===== config.mk =====
export PLATFORM = sky130hd
export DESIGN_NAME = buzzer_pattern_sequencer
export DESIGN_NICKNAME = d
export VERILOG_FILES = /design/src/rtl/bps_pkg.sv /design/src/rtl/bps_core.sv /design/src/rtl/bps_out_buf.sv /design/src/rtl/buzzer_pattern_sequencer.sv
export SDC_FILE = /design/constraint.sdc
export NUM_CORES = 1
export LEC_CHECK = 0
export ABC_AREA = 1
export BUFFER_PORTS_ARGS = -buffer_cell sky130_fd_sc_hd__clkbuf_2
export CAP_MARGIN = 15
export CELL_PAD_IN_SITES_DETAIL_PLACEMENT = 0
export CELL_PAD_IN_SITES_GLOBAL_PLACEMENT = 1
export CORE_ASPECT_RATIO = 1.5
export CORE_UTILIZATION = 47
export DETAILED_ROUTE_END_ITERATION = 6
export GPL_TIMING_DRIVEN = 0
export PLACE_DENSITY = 0.84
export SYNTH_ARGS = -nofsm -noshare
export SYNTH_HDL_FRONTEND = slang
export SYNTH_SLANG_ARGS = --single-unit

===== constraint.sdc =====
create_clock -name clk_i -period 6.7 [get_ports clk_i]
set_clock_uncertainty 0.05 [all_clocks]
set_input_delay 1.675 -clock clk_i [delete_from_list [all_inputs] [get_ports clk_i]]
set_output_delay 1.675 -clock clk_i [all_outputs]
set_load 0.01 [all_outputs]

===== src/rtl/bps_pkg.sv =====
// ----------------------------------------------------------------------------
// bps_pkg
// Shared types, codes and tone sequence tables for the buzzer pattern
// sequencer.
// ----------------------------------------------------------------------------
package bps_pkg;

  typedef enum logic [1:0] {
    ACT_TICK     = 2'd0,
    ACT_START    = 2'd1,
    ACT_STOP     = 2'd2,
    ACT_SET_FREQ = 2'd3
  } action_e;

  localparam logic [3:0] MODE_OFF     = 4'd0;
  localparam logic [3:0] MODE_CONT    = 4'd1;
  localparam logic [3:0] MODE_FAST    = 4'd2;
  localparam logic [3:0] MODE_SLOW    = 4'd3;
  localparam logic [3:0] MODE_PULSE   = 4'd4;
  localparam logic [3:0] MODE_ALARM   = 4'd5;
  localparam logic [3:0] MODE_SUCCESS = 4'd6;
  localparam logic [3:0] MODE_ERROR   = 4'd7;
  localparam logic [3:0] MODE_NOTIF   = 4'd8;

  localparam logic [1:0] REG_FAST_HALF  = 2'd0;
  localparam logic [1:0] REG_SLOW_HALF  = 2'd1;
  localparam logic [1:0] REG_PULSE_INTV = 2'd2;

  localparam logic [15:0] FAST_HALF_RST  = 16'd250;
  localparam logic [15:0] SLOW_HALF_RST  = 16'd1000;
  localparam logic [15:0] PULSE_INTV_RST = 16'd100;
  localparam logic [15:0] DEFAULT_FREQ   = 16'd2000;
  localparam logic [7:0]  TONE_DUTY      = 8'd128;
  localparam logic [7:0]  PULSE_STEP     = 8'd32;
  localparam logic [7:0]  PULSE_MAX      = 8'd255;
  localparam logic [2:0]  STEP_MAX       = 3'd4;

  typedef struct packed {
    action_e     action;
    logic [3:0]  pattern_code;
    logic [15:0] frequency_hz;
  } bps_in_t;

  typedef struct packed {
    logic [7:0]  duty;
    logic [15:0] tone_frequency_hz;
    logic        active;
  } bps_out_t;

  typedef struct packed {
    logic out_valid;
    logic skid_valid;
  } bps_buf_stat_t;

  function automatic logic [15:0] rom_freq(input logic [3:0] e);
    logic [15:0] r;
    case (e)
      4'd0:    r = 16'd2000;
      4'd1:    r = 16'd2500;
      4'd2:    r = 16'd2000;
      4'd3:    r = 16'd2500;
      4'd4:    r = 16'd1000;
      4'd5:    r = 16'd1500;
      4'd6:    r = 16'd2000;
      4'd7:    r = 16'd500;
      4'd8:    r = 16'd400;
      4'd9:    r = 16'd300;
      4'd10:   r = 16'd1500;
      4'd11:   r = 16'd1500;
      default: r = 16'd0;
    endcase
    return r;
  endfunction

  function automatic logic [15:0] rom_dur(input logic [3:0] e);
    logic [15:0] r;
    case (e)
      4'd0:    r = 16'd500;
      4'd1:    r = 16'd500;
      4'd2:    r = 16'd500;
      4'd3:    r = 16'd500;
      4'd4:    r = 16'd100;
      4'd5:    r = 16'd100;
      4'd6:    r = 16'd200;
      4'd7:    r = 16'd300;
      4'd8:    r = 16'd300;
      4'd9:    r = 16'd500;
      4'd10:   r = 16'd200;
      4'd11:   r = 16'd200;
      default: r = 16'd0;
    endcase
    return r;
  endfunction

  function automatic logic [15:0] rom_pause(input logic [3:0] e);
    logic [15:0] r;
    case (e)
      4'd0:    r = 16'd200;
      4'd1:    r = 16'd200;
      4'd2:    r = 16'd200;
      4'd3:    r = 16'd1000;
      4'd4:    r = 16'd50;
      4'd5:    r = 16'd50;
      4'd6:    r = 16'd0;
      4'd7:    r = 16'd100;
      4'd8:    r = 16'd100;
      4'd9:    r = 16'd0;
      4'd10:   r = 16'd200;
      4'd11:   r = 16'd0;
      default: r = 16'd0;
    endcase
    return r;
  endfunction

  function automatic logic [3:0] seq_base(input logic [1:0] s);
    logic [3:0] r;
    case (s)
      2'd0:    r = 4'd0;
      2'd1:    r = 4'd4;
      2'd2:    r = 4'd7;
      2'd3:    r = 4'd10;
      default: r = 4'd0;
    endcase
    return r;
  endfunction

  function automatic logic [2:0] seq_len(input logic [1:0] s);
    logic [2:0] r;
    case (s)
      2'd0:    r = 3'd4;
      2'd1:    r = 3'd3;
      2'd2:    r = 3'd3;
      2'd3:    r = 3'd2;
      default: r = 3'd0;
    endcase
    return r;
  endfunction

endpackage


===== src/rtl/bps_core.sv =====
// ----------------------------------------------------------------------------
// bps_core
// Pattern state, configuration registers and the single-pass update that
// turns one registered item into the next state and its result.
// ----------------------------------------------------------------------------
module bps_core (
  input  logic              clk_i,
  input  logic              rst_ni,
  input  logic              cfg_we_i,
  input  logic [1:0]        cfg_idx_i,
  input  logic [15:0]       cfg_wdata_i,
  input  logic              proc_valid_i,
  input  bps_pkg::bps_in_t  proc_item_i,
  output bps_pkg::bps_out_t res_o
);
  import bps_pkg::*;

  logic [15:0] fast_half_q, slow_half_q, pulse_intv_q;

  logic [3:0]  mode_q, mode_d;
  logic        running_q, running_d;
  logic        tone_on_q, tone_on_d;
  logic        pause_q, pause_d;
  logic [2:0]  step_q, step_d;
  logic [15:0] elapsed_q, elapsed_d;
  logic [15:0] freq_q, freq_d;
  logic [7:0]  duty_q, duty_d;
  logic [7:0]  intens_q, intens_d;
  logic        falling_q, falling_d;

  always_ff @(posedge clk_i or negedge rst_ni) begin
    if (!rst_ni) begin
      fast_half_q  <= FAST_HALF_RST;
      slow_half_q  <= SLOW_HALF_RST;
      pulse_intv_q <= PULSE_INTV_RST;
    end else if (cfg_we_i) begin
      case (cfg_idx_i)
        REG_FAST_HALF:  fast_half_q  <= cfg_wdata_i;
        REG_SLOW_HALF:  slow_half_q  <= cfg_wdata_i;
        REG_PULSE_INTV: pulse_intv_q <= cfg_wdata_i;
        default: ;
      endcase
    end
  end

  always_comb begin
    logic [15:0] el;
    logic [15:0] half;
    logic [1:0]  s;
    logic [3:0]  mrel;
    logic [2:0]  len;
    logic [3:0]  e;
    logic [8:0]  v;

    mode_d    = mode_q;
    running_d = running_q;
    tone_on_d = tone_on_q;
    pause_d   = pause_q;
    step_d    = step_q;
    elapsed_d = elapsed_q;
    freq_d    = freq_q;
    duty_d    = duty_q;
    intens_d  = intens_q;
    falling_d = falling_q;

    el   = (elapsed_q == 16'hFFFF) ? elapsed_q : elapsed_q + 16'd1;
    half = (mode_q == MODE_FAST) ? fast_half_q : slow_half_q;
    mrel = mode_q - MODE_ALARM;
    s    = mrel[1:0];
    len  = seq_len(s);
    e    = seq_base(s) + ((step_q < len) ? {1'b0, step_q} : 4'd0);
    v    = {1'b0, intens_q} + {1'b0, PULSE_STEP};

    case (proc_item_i.action)
      ACT_TICK: begin
        elapsed_d = el;
        case (mode_q)
          MODE_FAST, MODE_SLOW: begin
            if (el >= half) begin
              tone_on_d = !tone_on_q;
              duty_d    = tone_on_q ? 8'd0 : TONE_DUTY;
              elapsed_d = 16'd0;
            end
          end
          MODE_PULSE: begin
            if (el >= pulse_intv_q) begin
              if (!falling_q) begin
                if (v >= {1'b0, PULSE_MAX}) begin
                  intens_d  = PULSE_MAX;
                  falling_d = 1'b1;
                end else begin
                  intens_d = v[7:0];
                end
              end else if (intens_q <= PULSE_STEP) begin
                intens_d  = 8'd0;
                falling_d = 1'b0;
              end else begin
                intens_d = intens_q - PULSE_STEP;
              end
              duty_d    = intens_d;
              elapsed_d = 16'd0;
            end
          end
          MODE_ALARM, MODE_SUCCESS, MODE_ERROR, MODE_NOTIF: begin
            if (!tone_on_q) begin
              if (pause_q) begin
                if (el >= rom_pause(e)) begin
                  pause_d = 1'b0;
                  step_d  = step_q + 3'd1;
                end
              end else if (step_q < len) begin
                freq_d    = rom_freq(e);
                duty_d    = TONE_DUTY;
                tone_on_d = 1'b1;
                elapsed_d = 16'd0;
              end else if (mode_q == MODE_ALARM) begin
                step_d = 3'd0;
              end else begin
                mode_d    = MODE_OFF;
                duty_d    = 8'd0;
                running_d = 1'b0;
              end
            end else if (el >= rom_dur(e)) begin
              duty_d    = 8'd0;
              tone_on_d = 1'b0;
              elapsed_d = 16'd0;
              if (rom_pause(e) != 16'd0) begin
                pause_d = 1'b1;
              end else begin
                step_d = step_q + 3'd1;
              end
            end
          end
          default: ;
        endcase
      end
      ACT_START: begin
        elapsed_d = 16'd0;
        step_d    = 3'd0;
        tone_on_d = 1'b0;
        pause_d   = 1'b0;
        if (proc_item_i.pattern_code > MODE_NOTIF ||
            proc_item_i.pattern_code == MODE_OFF) begin
          mode_d    = MODE_OFF;
          duty_d    = 8'd0;
          running_d = 1'b0;
        end else begin
          mode_d    = proc_item_i.pattern_code;
          running_d = 1'b1;
          if (proc_item_i.pattern_code == MODE_CONT) begin
            duty_d = TONE_DUTY;
          end else if (proc_item_i.pattern_code >= MODE_ALARM) begin
            mrel      = proc_item_i.pattern_code - MODE_ALARM;
            freq_d    = rom_freq(seq_base(mrel[1:0]));
            duty_d    = TONE_DUTY;
            tone_on_d = 1'b1;
          end
        end
      end
      ACT_STOP: begin
        mode_d    = MODE_OFF;
        duty_d    = 8'd0;
        running_d = 1'b0;
      end
      ACT_SET_FREQ: begin
        if (proc_item_i.frequency_hz != 16'd0) begin
          freq_d = proc_item_i.frequency_hz;
        end
      end
      default: ;
    endcase
  end

  always_ff @(posedge clk_i or negedge rst_ni) begin
    if (!rst_ni) begin
      mode_q    <= MODE_OFF;
      running_q <= 1'b0;
      tone_on_q <= 1'b0;
      pause_q   <= 1'b0;
      step_q    <= 3'd0;
      elapsed_q <= 16'd0;
      freq_q    <= DEFAULT_FREQ;
      duty_q    <= 8'd0;
      intens_q  <= 8'd0;
      falling_q <= 1'b0;
    end else if (proc_valid_i) begin
      mode_q    <= mode_d;
      running_q <= running_d;
      tone_on_q <= tone_on_d;
      pause_q   <= pause_d;
      step_q    <= step_d;
      elapsed_q <= elapsed_d;
      freq_q    <= freq_d;
      duty_q    <= duty_d;
      intens_q  <= intens_d;
      falling_q <= falling_d;
    end
  end

  assign res_o.duty              = duty_d;
  assign res_o.tone_frequency_hz = freq_d;
  assign res_o.active            = running_d;

  a_run_mode: assert property (@(posedge clk_i) disable iff (!rst_ni)
    running_q == (mode_q != MODE_OFF))
    else $error("running flag disagrees with pattern mode");

  a_tone_pause: assert property (@(posedge clk_i) disable iff (!rst_ni)
    !(tone_on_q && pause_q))
    else $error("tone and pause phase both set");

  a_step_range: assert property (@(posedge clk_i) disable iff (!rst_ni)
    step_q <= STEP_MAX)
    else $error("sequence step beyond longest sequence");

endmodule


===== src/rtl/bps_out_buf.sv =====
// ----------------------------------------------------------------------------
// bps_out_buf
// Result register with a skid stage, so a stalled result does not block
// the update of the next item.
// ----------------------------------------------------------------------------
module bps_out_buf (
  input  logic                   clk_i,
  input  logic                   rst_ni,
  input  logic                   proc_valid_i,
  input  bps_pkg::bps_out_t      proc_item_i,
  input  logic                   out_stall_i,
  output logic                   out_valid_o,
  output bps_pkg::bps_out_t      out_item_o,
  output bps_pkg::bps_buf_stat_t stat_o
);
  import bps_pkg::*;

  logic     out_valid_q, out_valid_d;
  logic     skid_valid_q, skid_valid_d;
  bps_out_t out_item_q, out_item_d;
  bps_out_t skid_item_q, skid_item_d;
  logic     out_free;

  assign out_free = !out_valid_q || !out_stall_i;

  always_comb begin
    out_valid_d  = out_valid_q;
    skid_valid_d = skid_valid_q;
    out_item_d   = out_item_q;
    skid_item_d  = skid_item_q;
    if (out_free) begin
      if (skid_valid_q) begin
        out_valid_d  = 1'b1;
        out_item_d   = skid_item_q;
        skid_valid_d = proc_valid_i;
        skid_item_d  = proc_item_i;
      end else begin
        out_valid_d = proc_valid_i;
        out_item_d  = proc_item_i;
      end
    end else if (proc_valid_i) begin
      skid_valid_d = 1'b1;
      skid_item_d  = proc_item_i;
    end
  end

  always_ff @(posedge clk_i or negedge rst_ni) begin
    if (!rst_ni) begin
      out_valid_q  <= 1'b0;
      skid_valid_q <= 1'b0;
    end else begin
      out_valid_q  <= out_valid_d;
      skid_valid_q <= skid_valid_d;
    end
  end

  always_ff @(posedge clk_i) begin
    out_item_q  <= out_item_d;
    skid_item_q <= skid_item_d;
  end

  assign out_valid_o       = out_valid_q;
  assign out_item_o        = out_item_q;
  assign stat_o.out_valid  = out_valid_q;
  assign stat_o.skid_valid = skid_valid_q;

  a_skid_behind_out: assert property (@(posedge clk_i) disable iff (!rst_ni)
    skid_valid_q |-> out_valid_q)
    else $error("skid stage holds an item while result register is empty");

  a_no_overflow: assert property (@(posedge clk_i) disable iff (!rst_ni)
    (proc_valid_i && skid_valid_q) |-> !out_stall_i)
    else $error("item arrives with both result stages full");

  a_stall_hold: assert property (@(posedge clk_i) disable iff (!rst_ni)
    (out_valid_q && out_stall_i) |=> (out_valid_q && $stable(out_item_q)))
    else $error("stalled result changed or dropped");

endmodule


===== src/rtl/buzzer_pattern_sequencer.sv =====
// ----------------------------------------------------------------------------
// buzzer_pattern_sequencer
// Buzzer tone pattern sequencer: ticks, starts, stops and frequency changes
// in, one duty / frequency / active result out for each item.
// ----------------------------------------------------------------------------
//  channel  direction  handshake                payload
//  in       input      in_valid_i / in_stall_o  in_item_i   (bps_in_t)
//  out      output     out_valid_o / out_stall_i out_item_o (bps_out_t)
//  cfg      input      cfg_we_i                 cfg_idx_i, cfg_wdata_i
//
//  One item per cycle while in_stall_o is low; the item is registered at its
//  accepting edge and its result in the result register, which raises
//  out_valid_o and holds the result until it is taken.
//  Reset clears the pattern state and loads the default periods and frequency.
//  A stalled result holds in the result register; the item behind it drops
//  into the skid stage, and in_stall_o is high while that move is due or
//  the skid stage is full.
// ----------------------------------------------------------------------------
module buzzer_pattern_sequencer (
  input  logic              clk_i,
  input  logic              rst_ni,
  input  logic              in_valid_i,
  output logic              in_stall_o,
  input  bps_pkg::bps_in_t  in_item_i,
  output logic              out_valid_o,
  input  logic              out_stall_i,
  output bps_pkg::bps_out_t out_item_o,
  input  logic              cfg_we_i,
  input  logic [1:0]        cfg_idx_i,
  input  logic [15:0]       cfg_wdata_i
);
  import bps_pkg::*;

  logic          ir_valid_q;
  bps_in_t       ir_item_q;
  bps_out_t      res;
  bps_buf_stat_t stat;
  logic          in_accept;

  assign in_stall_o = stat.skid_valid || (stat.out_valid && ir_valid_q && out_stall_i);
  assign in_accept  = in_valid_i && !in_stall_o;

  always_ff @(posedge clk_i or negedge rst_ni) begin
    if (!rst_ni) begin
      ir_valid_q <= 1'b0;
    end else begin
      ir_valid_q <= in_accept;
    end
  end

  always_ff @(posedge clk_i) begin
    if (in_accept) begin
      ir_item_q <= in_item_i;
    end
  end

  bps_core u_core (
    .clk_i        (clk_i),
    .rst_ni       (rst_ni),
    .cfg_we_i     (cfg_we_i),
    .cfg_idx_i    (cfg_idx_i),
    .cfg_wdata_i  (cfg_wdata_i),
    .proc_valid_i (ir_valid_q),
    .proc_item_i  (ir_item_q),
    .res_o        (res)
  );

  bps_out_buf u_out_buf (
    .clk_i        (clk_i),
    .rst_ni       (rst_ni),
    .proc_valid_i (ir_valid_q),
    .proc_item_i  (res),
    .out_stall_i  (out_stall_i),
    .out_valid_o  (out_valid_o),
    .out_item_o   (out_item_o),
    .stat_o       (stat)
  );

endmodule


# After elaboration in Yosys (flattened, before gate mapping)
# Memory sizes are Yosys's and may differ from the RTL's.
# Cells that the tools add are included.
# op_classes
n_reduce_logical	33
muxes	105
n_eq_ne	34
magnitude_cmp	9
addsub	7
# ops
cell	n
two-way mux 16 bit	27
two-way mux 8 bit	14
two-way mux 25 bit	4
case mux 16 bit (3 select lines)	2
greater-or-equal comparator 16 bit	4
case mux 8 bit (3 select lines)	2
two-way mux 4 bit	10
case mux 16 bit (2 select lines)	1
case mux 4 bit (4 select lines)	2
nonzero test 16 bit	2
two-way mux 1 bit	27
two-way mux 3 bit	9
adder 16 x 1 -> 16 bit (second input constant)	1
equality test 16 bit (second input constant)	1
equality test 4 x 3 -> 1 bit (second input constant)	4
equality test 2 bit (second input constant)	7
case mux 4 bit (3 select lines)	1
AND reduction 2 bit	5
adder 8 x 6 -> 9 bit (second input constant)	1
greater-or-equal comparator 9 x 8 -> 1 bit (second input constant)	1
inequality test 3 bit (second input constant)	3
case mux 3 bit (3 select lines)	1
equality test 2 x 1 -> 1 bit (second input constant)	4
equality test 4 x 2 -> 1 bit (second input constant)	2
32 further kinds	53
# totals
memories	5
in_bits	45
elab_cells	218
mem_bits_ro	720
register_bits	182
# memory_table
name	depth	width	read_ports	rd_ports_with_merged_regs	wr	line_no	rtl
(name not given)	16	10	1	0	0	bps_pkg.sv:57	case (e)
(name not given)	16	10	1	0	0	bps_pkg.sv:57	
(name not given)	16	9	1	0	0	bps_pkg.sv:97	case (e)
(name not given)	16	9	1	0	0	bps_pkg.sv:97	
(name not given)	16	7	1	0	0	bps_pkg.sv:77	case (e)

# Logic depth before layout (Yosys ltp)
# An unclocked memory read counts as a cell.
# logic_depth
ltp_word	22
depth_mapped	35
ltp_nobuf	35

# Cells and area by module
# From an unflattened synthesis, not the netlist that was laid out.
# unflattened
cells_unflattened	1266
area_unflattened_um2	10695.3
# modules_own_cells
mod	seq_area_each_um2	cells_per_inst	area_each_um2	n_inst
bps_core	2703.8	1094	8046.5	1
bps_out_buf	1551.5	144	1933.1	1
buzzer_pattern_sequencer	685.7	28	715.7	1

# Worst setup path after synthesis
# No wires, ideal clock.
# synth_timing
kind	input to register
start	in out_stall_i
end	reg u_out_buf.skid_item_q[0] in the netlist's numbering (enable)
cell_stages	3
required_time_ps	6208
setup_slack_ps	1959
arrival_time_ps	4249
path_buffers	0
cell_sequence	nand2_1 > inv_1 > o21ai_0
# synth_via
elab_chain_len	4
word_cells_on_any_way	5
classes_between	1 x eq/ne; 4 x reduce/logical
# synth_rtl
item	line_no	rtl
start, declared	buzzer_pattern_sequencer.sv:26	input logic out_stall_i,
zero test 1 bit *	bps_out_buf.sv:24	assign out_free = !out_valid_q || !out_stall_i;
logical OR 1 bit *	bps_out_buf.sv:24	
inequality test 2 x 1 -> 1 bit (no source line) or nonzero test 2 bit (tied branches)	n/a	
AND reduction 2 bit (no source line) *	n/a	
end signal, assigned	bps_out_buf.sv:59	skid_item_q <= skid_item_d;
end, declared	bps_out_buf.sv:21	bps_out_t skid_item_q, skid_item_d;
# Every way passes the cells marked *; elsewhere a longest branch is shown, timed or not.
# A chain may end at the register's enable or synchronous reset.

==> results.sh <==
export IMPL_setup_worst_path_start="u_core.mode_q[0]"
export IMPL_synth_fp_nets=1402
export IMPL_min_period_ns=5.66
export IMPL_ctsHoldBuffers=0
export IMPL_htree_levels=4
export IMPL_diodes=0
export IMPL_cts_buffers=17
export IMPL_synth_warning_count=0
export IMPL_final_fill_count=2170
export IMPL_area_growth_pct=12.6
export IMPL_gp_congestion=0.903
export IMPL_synth_top_area_cell="dfrtp_1"
export IMPL_synth_top_cell_area_share_pct=20.6
export IMPL_dieWidth_um=126
export IMPL_status="completed"
export IMPL_relSlewSlack_pct=32.1
export IMPL_peakVddDrop_mv=0.185
export IMPL_syn_area_sq_mm=0.0108
export IMPL_nets=1495
export IMPL_syn_avg_cell_area_sq_um=8.44
export IMPL_worst_ep_arrival_time_ns=5.81
export IMPL_root_buffer="clkbuf_16"
export IMPL_cts_tree="yes"
export IMPL_synthFlopType="dfrtp_1"
export IMPL_path_max_fanout=10
export IMPL_die_h_um=188
export IMPL_fin_crit_sh_pct=84.5
export IMPL_post_dp_hpwl_mm=20.2
export IMPL_drive_gt1_share_pct=15.4
export IMPL_viasPerCell=5.27
export IMPL_path_clk_slew_ns=0.07
export IMPL_antenna_found_initial=0
export IMPL_async_flop_share_pct=60.4
export IMPL_tns_ns=0
export IMPL_synth_edff_count=72
export IMPL_cellPowerDensity_mw_per_mm2=381
export IMPL_std_cell_rows=67
export IMPL_cp_required_ns=6.85
export IMPL_fp_coreArea_sq_mm=0.0225
export IMPL_max_freq_mhz=177
export IMPL_grt_overflow=0
export IMPL_route_met3_wl_um=612
export IMPL_setup_viol=0
export IMPL_yosysUniqueCellTypes=57
export IMPL_ant_nets=0
export IMPL_insertion_delay_ns=0.46
export IMPL_grt_max_degree=111
export IMPL_p_leak_uw=0.00587
export IMPL_cts_resized_gates=0
export IMPL_crit_path_end_kind="flip-flop"
export IMPL_drv_cap=0
export IMPL_synth_cells=1282
export IMPL_wire_per_inst_um=15.6
export IMPL_post_cts_buffers=0
export IMPL_dr_first_iter_drc_count=475
export IMPL_vias=8772
export IMPL_highest_layer="met4"
export IMPL_wl_met2_mm=14.4
export IMPL_drtPass1Iterations=5
export IMPL_cts_sinks=182
export IMPL_crit_slowest_cell="o21ai_0"
export IMPL_numPortBuffers=71
export IMPL_hold_viol_final=0
export IMPL_yosysSeqAreaShare_pct=45.6
export IMPL_worstHoldPathType="flip-flop to flip-flop"
export IMPL_routed_wl_mm=26.0
export IMPL_grt_setup_unrepaired="no"
export IMPL_cp_num_buf_inv=4
export IMPL_clockBufferDepth=2
export IMPL_grt_pass1_wl_mm=42.5
export IMPL_slew_violations=0
export IMPL_track_usage_pct=23.2
export IMPL_critical_path_top_delay_family="simple AND/OR/NAND/NOR gates"
export IMPL_pin_count=72
export IMPL_crit_top_cell="nand2_1"
export IMPL_cp_start_kind="flip-flop"
export IMPL_drt_met1_wl_mm=10.1
export IMPL_path_class="flip-flop to flip-flop"
export IMPL_dp_slack_ns=1.10
export IMPL_worst_pin_slew_ns=1.02
export IMPL_drc=0
export IMPL_cp_slowest_stage_delay_ns=0.50
export IMPL_min_from="u_core.freq_q[8]"
export IMPL_dieArea_sq_mm=0.0237
export IMPL_r2r_start="u_core.mode_q[0]"
export IMPL_setup_ws_ns=1.04
export IMPL_synth_area_top_cells="dfrtp_1 21%, edfxtp_1 20%, nand2_1 10%"
export IMPL_ys_seq_elements=182
export IMPL_start_util_pct=48.2
export IMPL_grt_pass1_vias=8759
-- stage by stage --
stage	cells	area (sq um)	hold WS [ns]	power [uW]	util, %
after CTS	1664	12200	0.419	4670	54.3
after detailed placement	1632	11600	0.411	3650	51.7
after floorplan	1282	10800	0.398	3080	-
final	1664	12200	0.421	4640	54.3
after global placement	1629	11500	0.407	3580	51.3
after global routing	1664	12200	0.449	5010	54.3
-- kinds of logic after synthesis --
logic type	synth area share [%]
buffers and inverters	7.45
AO/OA/AOI/OAI	13.9
AND/OR/NAND/NOR	22.1
multiplexers	1.49
XOR/XNOR	0.728
adder cells (fa/ha/maj)	8.74
flip-flops	45.6
-- power breakdown --
group	leakage (uW)	switching [uW]	internal, uW
Combinational	0.00351	1250	670
Clock	0.000280	480	535
Sequential	0.00208	158	1550
-- worst paths after layout --
path / end / slack [ns] / depth (start not counted)
setup reg to reg: u_out_buf.out_item_o[22] / 1.04 / 33
hold reg to reg: u_core.freq_q[8] / 0.42 / 2
min in group asynchronous: u_core.pulse_intv_q[12] / 1.22 / 2
hold / removal: u_core.freq_q[8] / 0.42 / 2
max in group asynchronous: u_core.freq_q[1] / 4.91 / 2
setup / recovery: u_out_buf.out_item_o[22] / 1.04 / 33
-- tightest hold or removal path: cells and delay by family (launching register included) --
kind / cells / cell delay (ns)
flip-flops: 1 / 0.37
AND/OR/NAND/NOR: 2 / 0.10
-- layout make-up --
type                       count  area [sq um]  share of cell area, %
multi-input combinational    890          5080                   41.7
sequential                   182          4940                   40.5
inverter                     176           661                   5.42
clock buffer                  19           443                   3.63
timing repair buffer          74           434                   3.56
tap                          276           345                   2.83
buffer                        34           146                   1.20
clock inverter                13           138                   1.13
-- sequential cells by signal, indices dropped and copies added (netlist names), 3 cells and up --
| signal | flops |
|---|---|
| ir_item_q | 22 |
| u_core.duty_q | 8 |
| u_core.elapsed_q | 16 |
| u_core.fast_half_q | 16 |
| u_core.freq_q | 16 |
| u_core.intens_q | 8 |
| u_core.mode_q | 4 |
| u_core.pulse_intv_q | 16 |
| u_core.slow_half_q | 16 |
| u_core.step_q | 3 |
| u_out_buf.out_item_o | 25 |
| u_out_buf.skid_item_q | 25 |
-- synth_stat cells, types with 2 or more instances --
library cell / n
nor4_1: 3
clkinv_1: 2
xnor2_1: 3
and2_1: 4
a211oi_1: 5
inv_2: 6
nor2_2: 10
mux2i_1: 15
dfrtp_1: 89
nand4_1: 9
o211ai_1: 12
or2_2: 9
a31oi_1: 17
o221ai_1: 2
nand3_2: 17
o21a_1: 2
a21boi_0: 2
buf_2: 6
o22ai_1: 7
clkbuf_1: 23
a22oi_1: 3
o21ai_1: 4
o22ai_2: 10
nand3_1: 51
xor2_1: 6
o21ai_0: 140
nor3_1: 11
dfstp_2: 21
nand2_2: 17
ha_1: 74
a21oi_1: 46
nor2_4: 5
edfxtp_1: 72
nor2_1: 86
inv_1: 168
buf_1: 3
nand2_1: 302
-- routing by layer --
metal,global-route usage (%),vias to the layer above
met5,0,-
met4,11.4,0
met3,3.11,52
met2,45.2,177
met1,23.8,4077
li1,-,4466
-- placed cells by master, fill, tap and decap left out, drive strengths merged, types with 3 or more instances in the layout --
master and n:
buf 14, clkbuf 113, inv 181, ha 74, o21ai 145, dfstp 21, nor2 101, o211ai 12
a22oi 3, nor4 3, nand3 69, edfxtp 72, nor3 12, xnor2 3, or2 10, and2 4
a31oi 17, nand2 320, a211oi 5, mux2i 15, dfrtp 89, nand4 9, xor2 6, o22ai 17
clkinv 5, a21oi 46
No activity file was read; power rests on OpenSTA's default activity.
